**config.mk**
```make
export PLATFORM = sky130hd
export DESIGN_NAME = nkls_cell
export DESIGN_NICKNAME = d
export VERILOG_FILES = /design/src/rtl/nkls_pkg.sv /design/src/rtl/nkls_cell.sv
export SDC_FILE = /design/constraint.sdc
export NUM_CORES = 1
export LEC_CHECK = 0
export BUFFER_PORTS_ARGS = -buffer_cell sky130_fd_sc_hd__buf_4
export CORE_AREA = 2 2 271 273
export DETAILED_ROUTE_END_ITERATION = 12
export DIE_AREA = 0 0 273 275
export GPL_ROUTABILITY_DRIVEN = 1
export PLACE_DENSITY = 0.35
export SYNTH_ARGS = -nofsm -noshare
export SYNTH_HDL_FRONTEND = slang
export SYNTH_SLANG_ARGS = --single-unit
```
**constraint.sdc**
```tcl
create_clock -name clk_i -period 14.03 [get_ports clk_i]
set_clock_uncertainty 0.05 [all_clocks]
set_input_delay 0.7015 -clock clk_i [delete_from_list [all_inputs] [get_ports clk_i]]
set_output_delay 0.7015 -clock clk_i [all_outputs]
set_load 0.01 [all_outputs]
```
**src/rtl/nkls_pkg.sv**
```systemverilog
// shared types and constants for the nearest light selector
package nkls_pkg;

  localparam int CRD_W  = 24;
  localparam int DIST_W = 50;
  localparam int ID_W   = 16;
  localparam int IDX_W  = 3;
  localparam int CFG_W  = 4;

  typedef enum logic [1:0] {
    REQ_BEGIN  = 2'd0,
    REQ_OFFER  = 2'd1,
    REQ_FINISH = 2'd2,
    REQ_NOP    = 2'd3
  } req_e;

  typedef struct packed {
    logic                     occ;
    logic [DIST_W-1:0]        sq_dist;
    logic [ID_W-1:0]          id;
    logic signed [CRD_W-1:0]  x;
    logic signed [CRD_W-1:0]  y;
    logic signed [CRD_W-1:0]  z;
  } slot_t;

  typedef struct packed {
    logic clear;
    logic offer;
    logic rotate;
    logic in_range;
    logic is_tail;
  } cell_ctl_t;

  typedef struct packed {
    logic  valid;
    req_e  op;
    slot_t light;
  } front_t;

endpackage

```
**src/rtl/nkls_cell.sv**
```systemverilog
// one slot of the sorted light list with its insert and rotate logic
module nkls_cell (
  input  logic               clk_i,
  input  logic               rst_ni,
  input  nkls_pkg::cell_ctl_t ctl_i,
  input  nkls_pkg::slot_t    new_i,
  input  nkls_pkg::slot_t    prev_i,
  input  nkls_pkg::slot_t    next_i,
  input  nkls_pkg::slot_t    wrap_i,
  input  logic               found_i,
  output logic               found_o,
  output nkls_pkg::slot_t    slot_o
);
  import nkls_pkg::*;

  logic  occ_q, occ_d;
  slot_t data_q, data_d;
  logic  take;

  always_comb begin
    slot_o     = data_q;
    slot_o.occ = occ_q;
  end

  assign take    = ctl_i.in_range && (!occ_q || (new_i.sq_dist < data_q.sq_dist));
  assign found_o = found_i | take;

  always_comb begin
    occ_d  = occ_q;
    data_d = data_q;
    priority if (ctl_i.clear) begin
      occ_d = 1'b0;
    end else if (ctl_i.offer && ctl_i.in_range) begin
      if (found_i) begin
        occ_d  = prev_i.occ;
        data_d = prev_i;
      end else if (take) begin
        occ_d  = 1'b1;
        data_d = new_i;
      end
    end else if (ctl_i.rotate && ctl_i.in_range) begin
      occ_d  = ctl_i.is_tail ? wrap_i.occ : next_i.occ;
      data_d = ctl_i.is_tail ? wrap_i : next_i;
    end
  end

  always_ff @(posedge clk_i or negedge rst_ni) begin
    if (!rst_ni) begin
      occ_q <= 1'b0;
    end else begin
      occ_q <= occ_d;
    end
  end

  always_ff @(posedge clk_i) begin
    data_q <= data_d;
  end

endmodule

```
==> impl_metrics.py, run 1 <==
metrics = {
    "outcome": {
        "status": "finished, final reports clean",
    },
    "finish": {
        "multi_input_area_um2": 5150,
        "nets": 2222,
        "regArea_um2": 4170,
        "areaGrowthSynthToFinish_pct": 69.9,
        "fillCellCount": 8024,
        "fin_area_um2": 16700,
        "drive_gt1_share_pct": 46.4,
        "final_cells": 2582,
    },
    "sta": {
        "setup_viol": 0,
        "final_max_slew_viol_count": 0,
        "worstMarginPinSlew_ns": 0.946,
        "max_freq_mhz": 255,
        "fin_crit_sh_pct": 28.0,
        "max_slew_margin_pct": 36.9,
        "rsz0062_at_grt": "no",
        "min_period_ns": 3.92,
        "final-hold-violation-count": 0,
        "setup_ws_ns": 10.11,
        "finalSetupTns_ns": 0,
    },
    "yosys": {
        "synth_area_um2": 9800,
        "synth_warnings": 0,
        "syn_inst": 956,
        "ys_types": 36,
        "seq_area_frac_synth_pct": 42.5,
        "ys_ff_latch": 139,
        "synth_area_per_cell_um2": 10.3,
        "syn-num-nets": 1569,
    },
    "floorplan": {
        "dieArea_um2": 75100,
        "start_util_pct": 13.5,
        "die_h_um": 275,
        "ios": 704,
        "num_rows": 99,
        "core_um2": 72300,
        "die_w_um": 273,
    },
    "clock_network": {
        "cts_tree": "done",
        "worstSkewPairLatency_ns": 0.47,
        "cts_buffers": 17,
        "cts_setup_buffers": 0,
        "clockBufferDepth": 2,
        "cts.htree.levels": 4,
        "post_cts_resized": 0,
        "root_buffer": "clkbuf_16",
        "cts_hold_buf": 1,
        "path_clk_slew_ns": 0.07,
        "clock-sinks": 139,
    },
    "power_and_ir_drop": {
        "p_sw_share_pct": 29.5,
        "p_leak_nw": 7.22,
        "clockPowerShare_pct": 35.8,
        "vdd_drop_max_mv": 0.0615,
        "p_int_w": 0.000922,
        "power_per_cell_area_nw_per_um2": 78.5,
        "seqPwrFrac_pct": 37.9,
        "power.switching_w": 0.000386,
        "comb_power_share_pct": 26.2,
    },
    "detailed_routing": {
        "via_per_inst": 3.88,
        "firstDrtPassIters": 5,
        "wirelength_mm": 50.6,
        "dr.first_iter.drc_count": 310,
        "routedWlPerCell_um": 19.6,
        "vias": 10000,
        "drc": 0,
        "ant_nets": 0,
    },
    "placed_design": {
        "dp_slack_ns": 9.65,
        "io_buffers": 702,
        "placed_cells": 2548,
        "gp_congestion": 0.820,
        "post-dp-hpwl_mm": 40.6,
        "place_area_um2": 16100,
    },
    "global_routing": {
        "grt.overflow.total": 0,
        "grtUsageMet1_pct": 14.2,
        "grt_pass1_wl_mm": 69.8,
        "grt_usage_pct": 12.8,
        "grt_busiest_layer": "met2",
        "grt_pass1_vias": 10300,
        "antenna_found_initial": 1,
        "grt_start_max_net_pins": 135,
        "met3_usage_pct": 4.04,
        "use_met2_pct": 23.6,
    },
    "worst_hold_path": {
        "min_path_cells": 4,
        "holdCritPathClass": "in -> reg",
    },
    "worst_setup_path": {
        "startpoint_type": "register",
        "criticalPathCategory": "reg -> reg",
        "r2r_cells": 10,
        "required_ns": 14.07,
        "endpoint_kind": "register",
        "arrival_ns": 3.96,
        "worst-path-max-fanout": 134,
    },
    "run": {
        "cap_violations": 0,
    },
}
[sequential cells by signal, summed over array words and instances (netlist names)]
register and count:
slot_o 138, occ_q 1
[worst paths after layout]
check / start / to / slack (ns)
max: slot_o[91] / slot_o[39] / 10.11
min: ctl_i[4] / occ_q / 0.47
max in group asynchronous: rst_ni / occ_q / 13.32
max reg2reg: slot_o[91] / slot_o[39] / 10.11
min in group asynchronous: rst_ni / occ_q / 0.53
min reg2reg: occ_q / occ_q / 0.57
[synthesized netlist by cell type]
master,instances,area (µm²)
o31ai_2,1,12.5
o311ai_0,1,8.76
nand3_1,5,25.0
buf_1,8,30.0
nand4_2,1,12.5
nor3_1,4,20.0
nand2b_1,1,6.26
buf_2,3,15.0
a211o_1,1,8.76
a21oi_1,157,786
o211ai_2,1,12.5
nor4_2,1,12.5
nor3b_2,1,12.5
dfrtp_1,1,25.0
o21a_1,1,7.51
a22oi_1,1,7.51
nor4_1,1,6.26
nor2_1,4,15.0
buf_4,1,7.51
a21oi_2,2,17.5
inv_1,51,191
o211ai_1,1,7.51
clkbuf_1,66,248
nor4b_2,1,15.0
a2111oi_4,1,27.5
nand2_1,11,41.3
a221o_1,1,10.0
or4_4,1,11.3
nor2b_1,138,863
ha_1,49,613
a211oi_1,140,1050
a21o_1,3,22.5
o21ai_0,9,45.0
mux2i_1,139,1390
nand4_1,11,68.8
edfxtp_1,138,4140
[cell usage in the layout (no fill, tap or decap), drive strengths merged]
master | Yosys | layout
a211o | 1 | 1
o31ai | 1 | 1
a21o | 3 | 3
clkinv | 0 | 8
nand4 | 12 | 12
o211ai | 2 | 2
inv | 51 | 56
ha | 49 | 49
clkbuf | 66 | 18
diode | 0 | 1
o311ai | 1 | 1
or4 | 1 | 1
nor2b | 138 | 138
a211oi | 140 | 140
o21ai | 9 | 9
dfrtp | 1 | 1
a2111oi | 1 | 1
edfxtp | 138 | 138
nor3b | 1 | 1
clkinvlp | 0 | 1
mux2i | 139 | 139
dlygate4sd3 | 0 | 1
nor4 | 2 | 2
bufinv | 0 | 1
nand2 | 11 | 11
a221o | 1 | 1
buf | 12 | 710
nand2b | 1 | 1
a21oi | 159 | 159
nor2 | 4 | 4
nand3 | 5 | 5
nor4b | 1 | 1
nor3 | 4 | 4
a22oi | 1 | 1
o21a | 1 | 1
[metal layers]
layer | vias up | part of all wire (%)
met5 | - | 0
met4 | 0 | 1.5
li1 | 4971 | -
met2 | 367 | 53
met3 | 38 | 7.2
met1 | 4641 | 38
[through the flow]
stage               util (%)  hold slack, ns  power, W
floorplan                  -           0.356  0.000651
CTS                     23.0           0.416   0.00134
detailed placement      22.2           0.428  0.000856
finish                  23.0           0.469   0.00131
global route            23.0           0.459   0.00138
global placement        22.2           0.429  0.000856
[power groups by stage]
| stage | Combinational, W | Clock (W) | Sequential (W) |
|---|---|---|---|
| floorplan | 0.000131 | 0 | 0.000519 |
| global placement | 0.000351 | 0 | 0.000505 |
| detailed placement | 0.000351 | 0 | 0.000505 |
| CTS | 0.000352 | 0.000494 | 0.000496 |
| global route | 0.000378 | 0.000506 | 0.000498 |
| finish | 0.000343 | 0.000469 | 0.000496 |
[critical path: stages (launching register included)]
cell	delay, ns
edfxtp_1	0.39
inv_1	0.17
ha_1	0.28
a21o_1	0.16
nand3_1	0.08
a21oi_1	0.06
or4_4	0.55
a2111oi_4	0.35
nor4b_2	0.14
nor3_2	0.49
buf_12	0.62
[cells by family (layout without fill, tap and decap cells)]
group,after synthesis,in the layout,share of synthesized area [%]
AND/OR/NAND/NOR,180,180,11.3
adder cells (fa/ha/maj),49,49,6.26
other,0,1,0
multiplexers,139,139,14.2
buffers and inverters,129,795,5.02
AO/OA/AOI/OAI,320,320,20.7
flip-flops,139,139,42.5
[layout make-up]
cell class / instances / area share (%)
antenna: 1 / 0.0150
clock buffer: 17 / 2.55
clock inverter: 15 / 0.841
inverter: 51 / 1.15
multi-input combinational: 688 / 30.9
sequential: 139 / 25.0
tap: 959 / 7.21
timing repair buffer: 712 / 32.3
Power figures use the tool's default switching activity.
==> run 2: changes to the inputs <==
--- a/config.mk
+++ b/config.mk
@@ -6,9 +6,9 @@
 export NUM_CORES = 1
 export LEC_CHECK = 0
 export BUFFER_PORTS_ARGS = -buffer_cell sky130_fd_sc_hd__buf_4
-export CORE_AREA = 2 2 271 273
+export CORE_AREA = 2 2 277 279
 export DETAILED_ROUTE_END_ITERATION = 12
-export DIE_AREA = 0 0 273 275
+export DIE_AREA = 0 0 279 281
 export GPL_ROUTABILITY_DRIVEN = 1
 export PLACE_DENSITY = 0.35
 export SYNTH_ARGS = -nofsm -noshare
==> constraint.sdc (replaced) <==
create_clock -name clk_i -period 3.6 [get_ports clk_i]
set_clock_uncertainty 0.05 [all_clocks]
set_input_delay 0.18 -clock clk_i [delete_from_list [all_inputs] [get_ports clk_i]]
set_output_delay 0.18 -clock clk_i [all_outputs]
set_load 0.01 [all_outputs]
==> run 2 against run 1 <==
Net effect: cell area is 9.4% higher; global-route usage is 0.14 points higher; register-to-register slack worse by 9.9 ns; largest power group unchanged; highest routed layer is now met5.
==> impl_metrics.py, run 2 (synthesis results as in run 1) <==
metrics = {
    "detailed_routing": {
        "vias": 10500,
        "wl_met1_mm": 20.1,
        "via_per_inst": 3.83,
        "drc": 0,
        "highest_layer": "met5",
        "wl_met3_mm": 3.35,
        "firstDrtPassIters": 4,
        "dr.first_iter.drc_count": 299,
        "dr_wl_met2_mm": 28.0,
        "ant_nets": 0,
        "wirelength_mm": 52.3,
        "routedWlPerCell_um": 19.1,
    },
    "outcome": {
        "status": "finished, final reports clean",
    },
    "global_routing": {
        "grt_pass1_vias": 11300,
        "grt.overflow.total": 0,
        "grt_usage_pct": 13.0,
        "antenna_found_initial": 5,
        "grt_pass1_wl_mm": 73.7,
        "grt_start_max_net_pins": 88,
    },
    "finish": {
        "areaGrowthSynthToFinish_pct": 85.9,
        "nets": 2363,
        "final_cells": 2743,
        "drive_gt1_share_pct": 43.6,
        "largest_reg_flops": 138,
        "fillCellCount": 8250,
        "fin_area_um2": 18200,
        "layout_commonest_cell": "buf_4",
        "final_cell_mix": "buf_4, a21oi_1, a211oi_1",
        "multi_input_area_um2": 5190,
        "regArea_um2": 4170,
    },
    "placed_design": {
        "gp_congestion": 0.818,
        "place_area_um2": 16300,
        "placed_cells": 2579,
        "io_buffers": 702,
        "post-dp-hpwl_mm": 42.7,
    },
    "sta": {
        "rsz0062_at_grt": "no",
        "setup_viol": 0,
        "final-hold-violation-count": 0,
        "fin_crit_sh_pct": 94.2,
        "max_freq_mhz": 295,
        "min_period_ns": 3.39,
        "max_slew_margin_pct": 47.0,
        "final_max_slew_viol_count": 0,
        "worstMarginPinSlew_ns": 0.787,
    },
    "worst_setup_path": {
        "arrival_ns": 3.46,
        "critPathLaunch": "slot_o[91]",
        "required_ns": 3.67,
        "r2r_cells": 10,
        "startpoint_type": "register",
        "criticalPathCategory": "reg -> reg",
        "r2r_end": "slot_o[42]",
        "endpoint_kind": "register",
        "worst-path-max-fanout": 60,
        "crit_path_end": "slot_o[42]",
        "r2r-start": "slot_o[91]",
        "r2r_slack_ns": 0.21,
    },
    "clock_network": {
        "cts_buffers": 17,
        "path_clk_slew_ns": 0.07,
        "clockBufferDepth": 2,
        "cts_tree": "done",
        "clock-sinks": 139,
        "root_buffer": "clkbuf_16",
        "cts_setup_buffers": 0,
        "worstSkewPairLatency_ns": 0.47,
        "cts.htree.levels": 4,
    },
    "floorplan": {
        "start_util_pct": 13.0,
        "dieArea_um2": 78400,
        "num_rows": 101,
        "die_w_um": 279,
        "ios": 704,
        "die_h_um": 281,
        "core_um2": 75400,
    },
    "worst_hold_path": {
        "holdCritPathClass": "in -> reg",
    },
    "power_and_ir_drop": {
        "vdd_drop_max_mv": 0.309,
        "power_per_cell_area_nw_per_um2": 293,
        "p_leak_nw": 7.86,
    },
    "run": {
        "cap_violations": 0,
    },
}
[run 2: worst max-delay path, cell delays in order, from the launching register on]
cell       delay (ns)
edfxtp_1         0.39
inv_1            0.07
ha_1             0.25
a21o_1           0.18
nand3_1          0.08
a21oi_1          0.14
or4_4            0.58
a2111oi_4        0.38
nor4b_4          0.12
nor3_4           0.37
buf_12           0.33
[run 2: worst min-delay path by stage]
stage          depth (start not counted)  startpoint          to  slack, ns
6_report                               3  prev_i[13]  slot_o[13]       0.04
5_1_grt                                3  wrap_i[67]  slot_o[67]       0.02
3_5_place_dp                           1      rst_ni       occ_q      -0.09
4_1_cts                                3  next_i[30]  slot_o[30]    0.00006
3_3_place_gp                           1      rst_ni       occ_q      -0.09
2_1_floorplan                          0      rst_ni       occ_q      -0.17
[run 2: area by class of cell]
class | count | share of cell area, %
antenna | 2 | 0.0275
clock buffer | 17 | 2.34
sequential | 139 | 22.9
inverter | 51 | 1.05
multi-input combinational | 688 | 28.5
clock inverter | 15 | 0.900
tap | 978 | 6.72
timing repair buffer | 853 | 37.6
[run 2: repair_timing]
| item | in CTS | in global routing |
|---|---|---|
| resized for setup | 0 | 1 |
| setup endpoints to repair | 0 | 30 |
| hold endpoints to repair | 98 | 0 |
| hold buffers | 130 | 0 |
[run 2: report_power, final]
part / total [W] / switching [W] / internal (W)
Sequential: 0.00193 / 0.0000302 / 0.00190
Combinational: 0.00152 / 0.000659 / 0.000862
Clock: 0.00188 / 0.000850 / 0.00103
[run 2: layer usage]
metal,vias to the layer above,track usage (%)
met4,6,3.97
met1,4827,14.1
met3,47,3.82
met5,-,0
met2,377,24.2
li1,5244,-
[run 2: through the flow]
step | worst slack, ns | TNS [ns] | hold slack (ns) | total power [W] | utilization (%)
floorplan | -2.20 | -303.59 | -0.166 | 0.00253 | -
global placement | 0.134 | 0 | -0.0936 | 0.00338 | 21.6
global route | 0.0184 | 0 | 0.0201 | 0.00564 | 24.1
CTS | 0.116 | 0 | 0.0000580 | 0.00548 | 24.1
detailed placement | 0.145 | 0 | -0.0944 | 0.00338 | 21.6
finish | 0.208 | 0 | 0.0423 | 0.00533 | 24.1
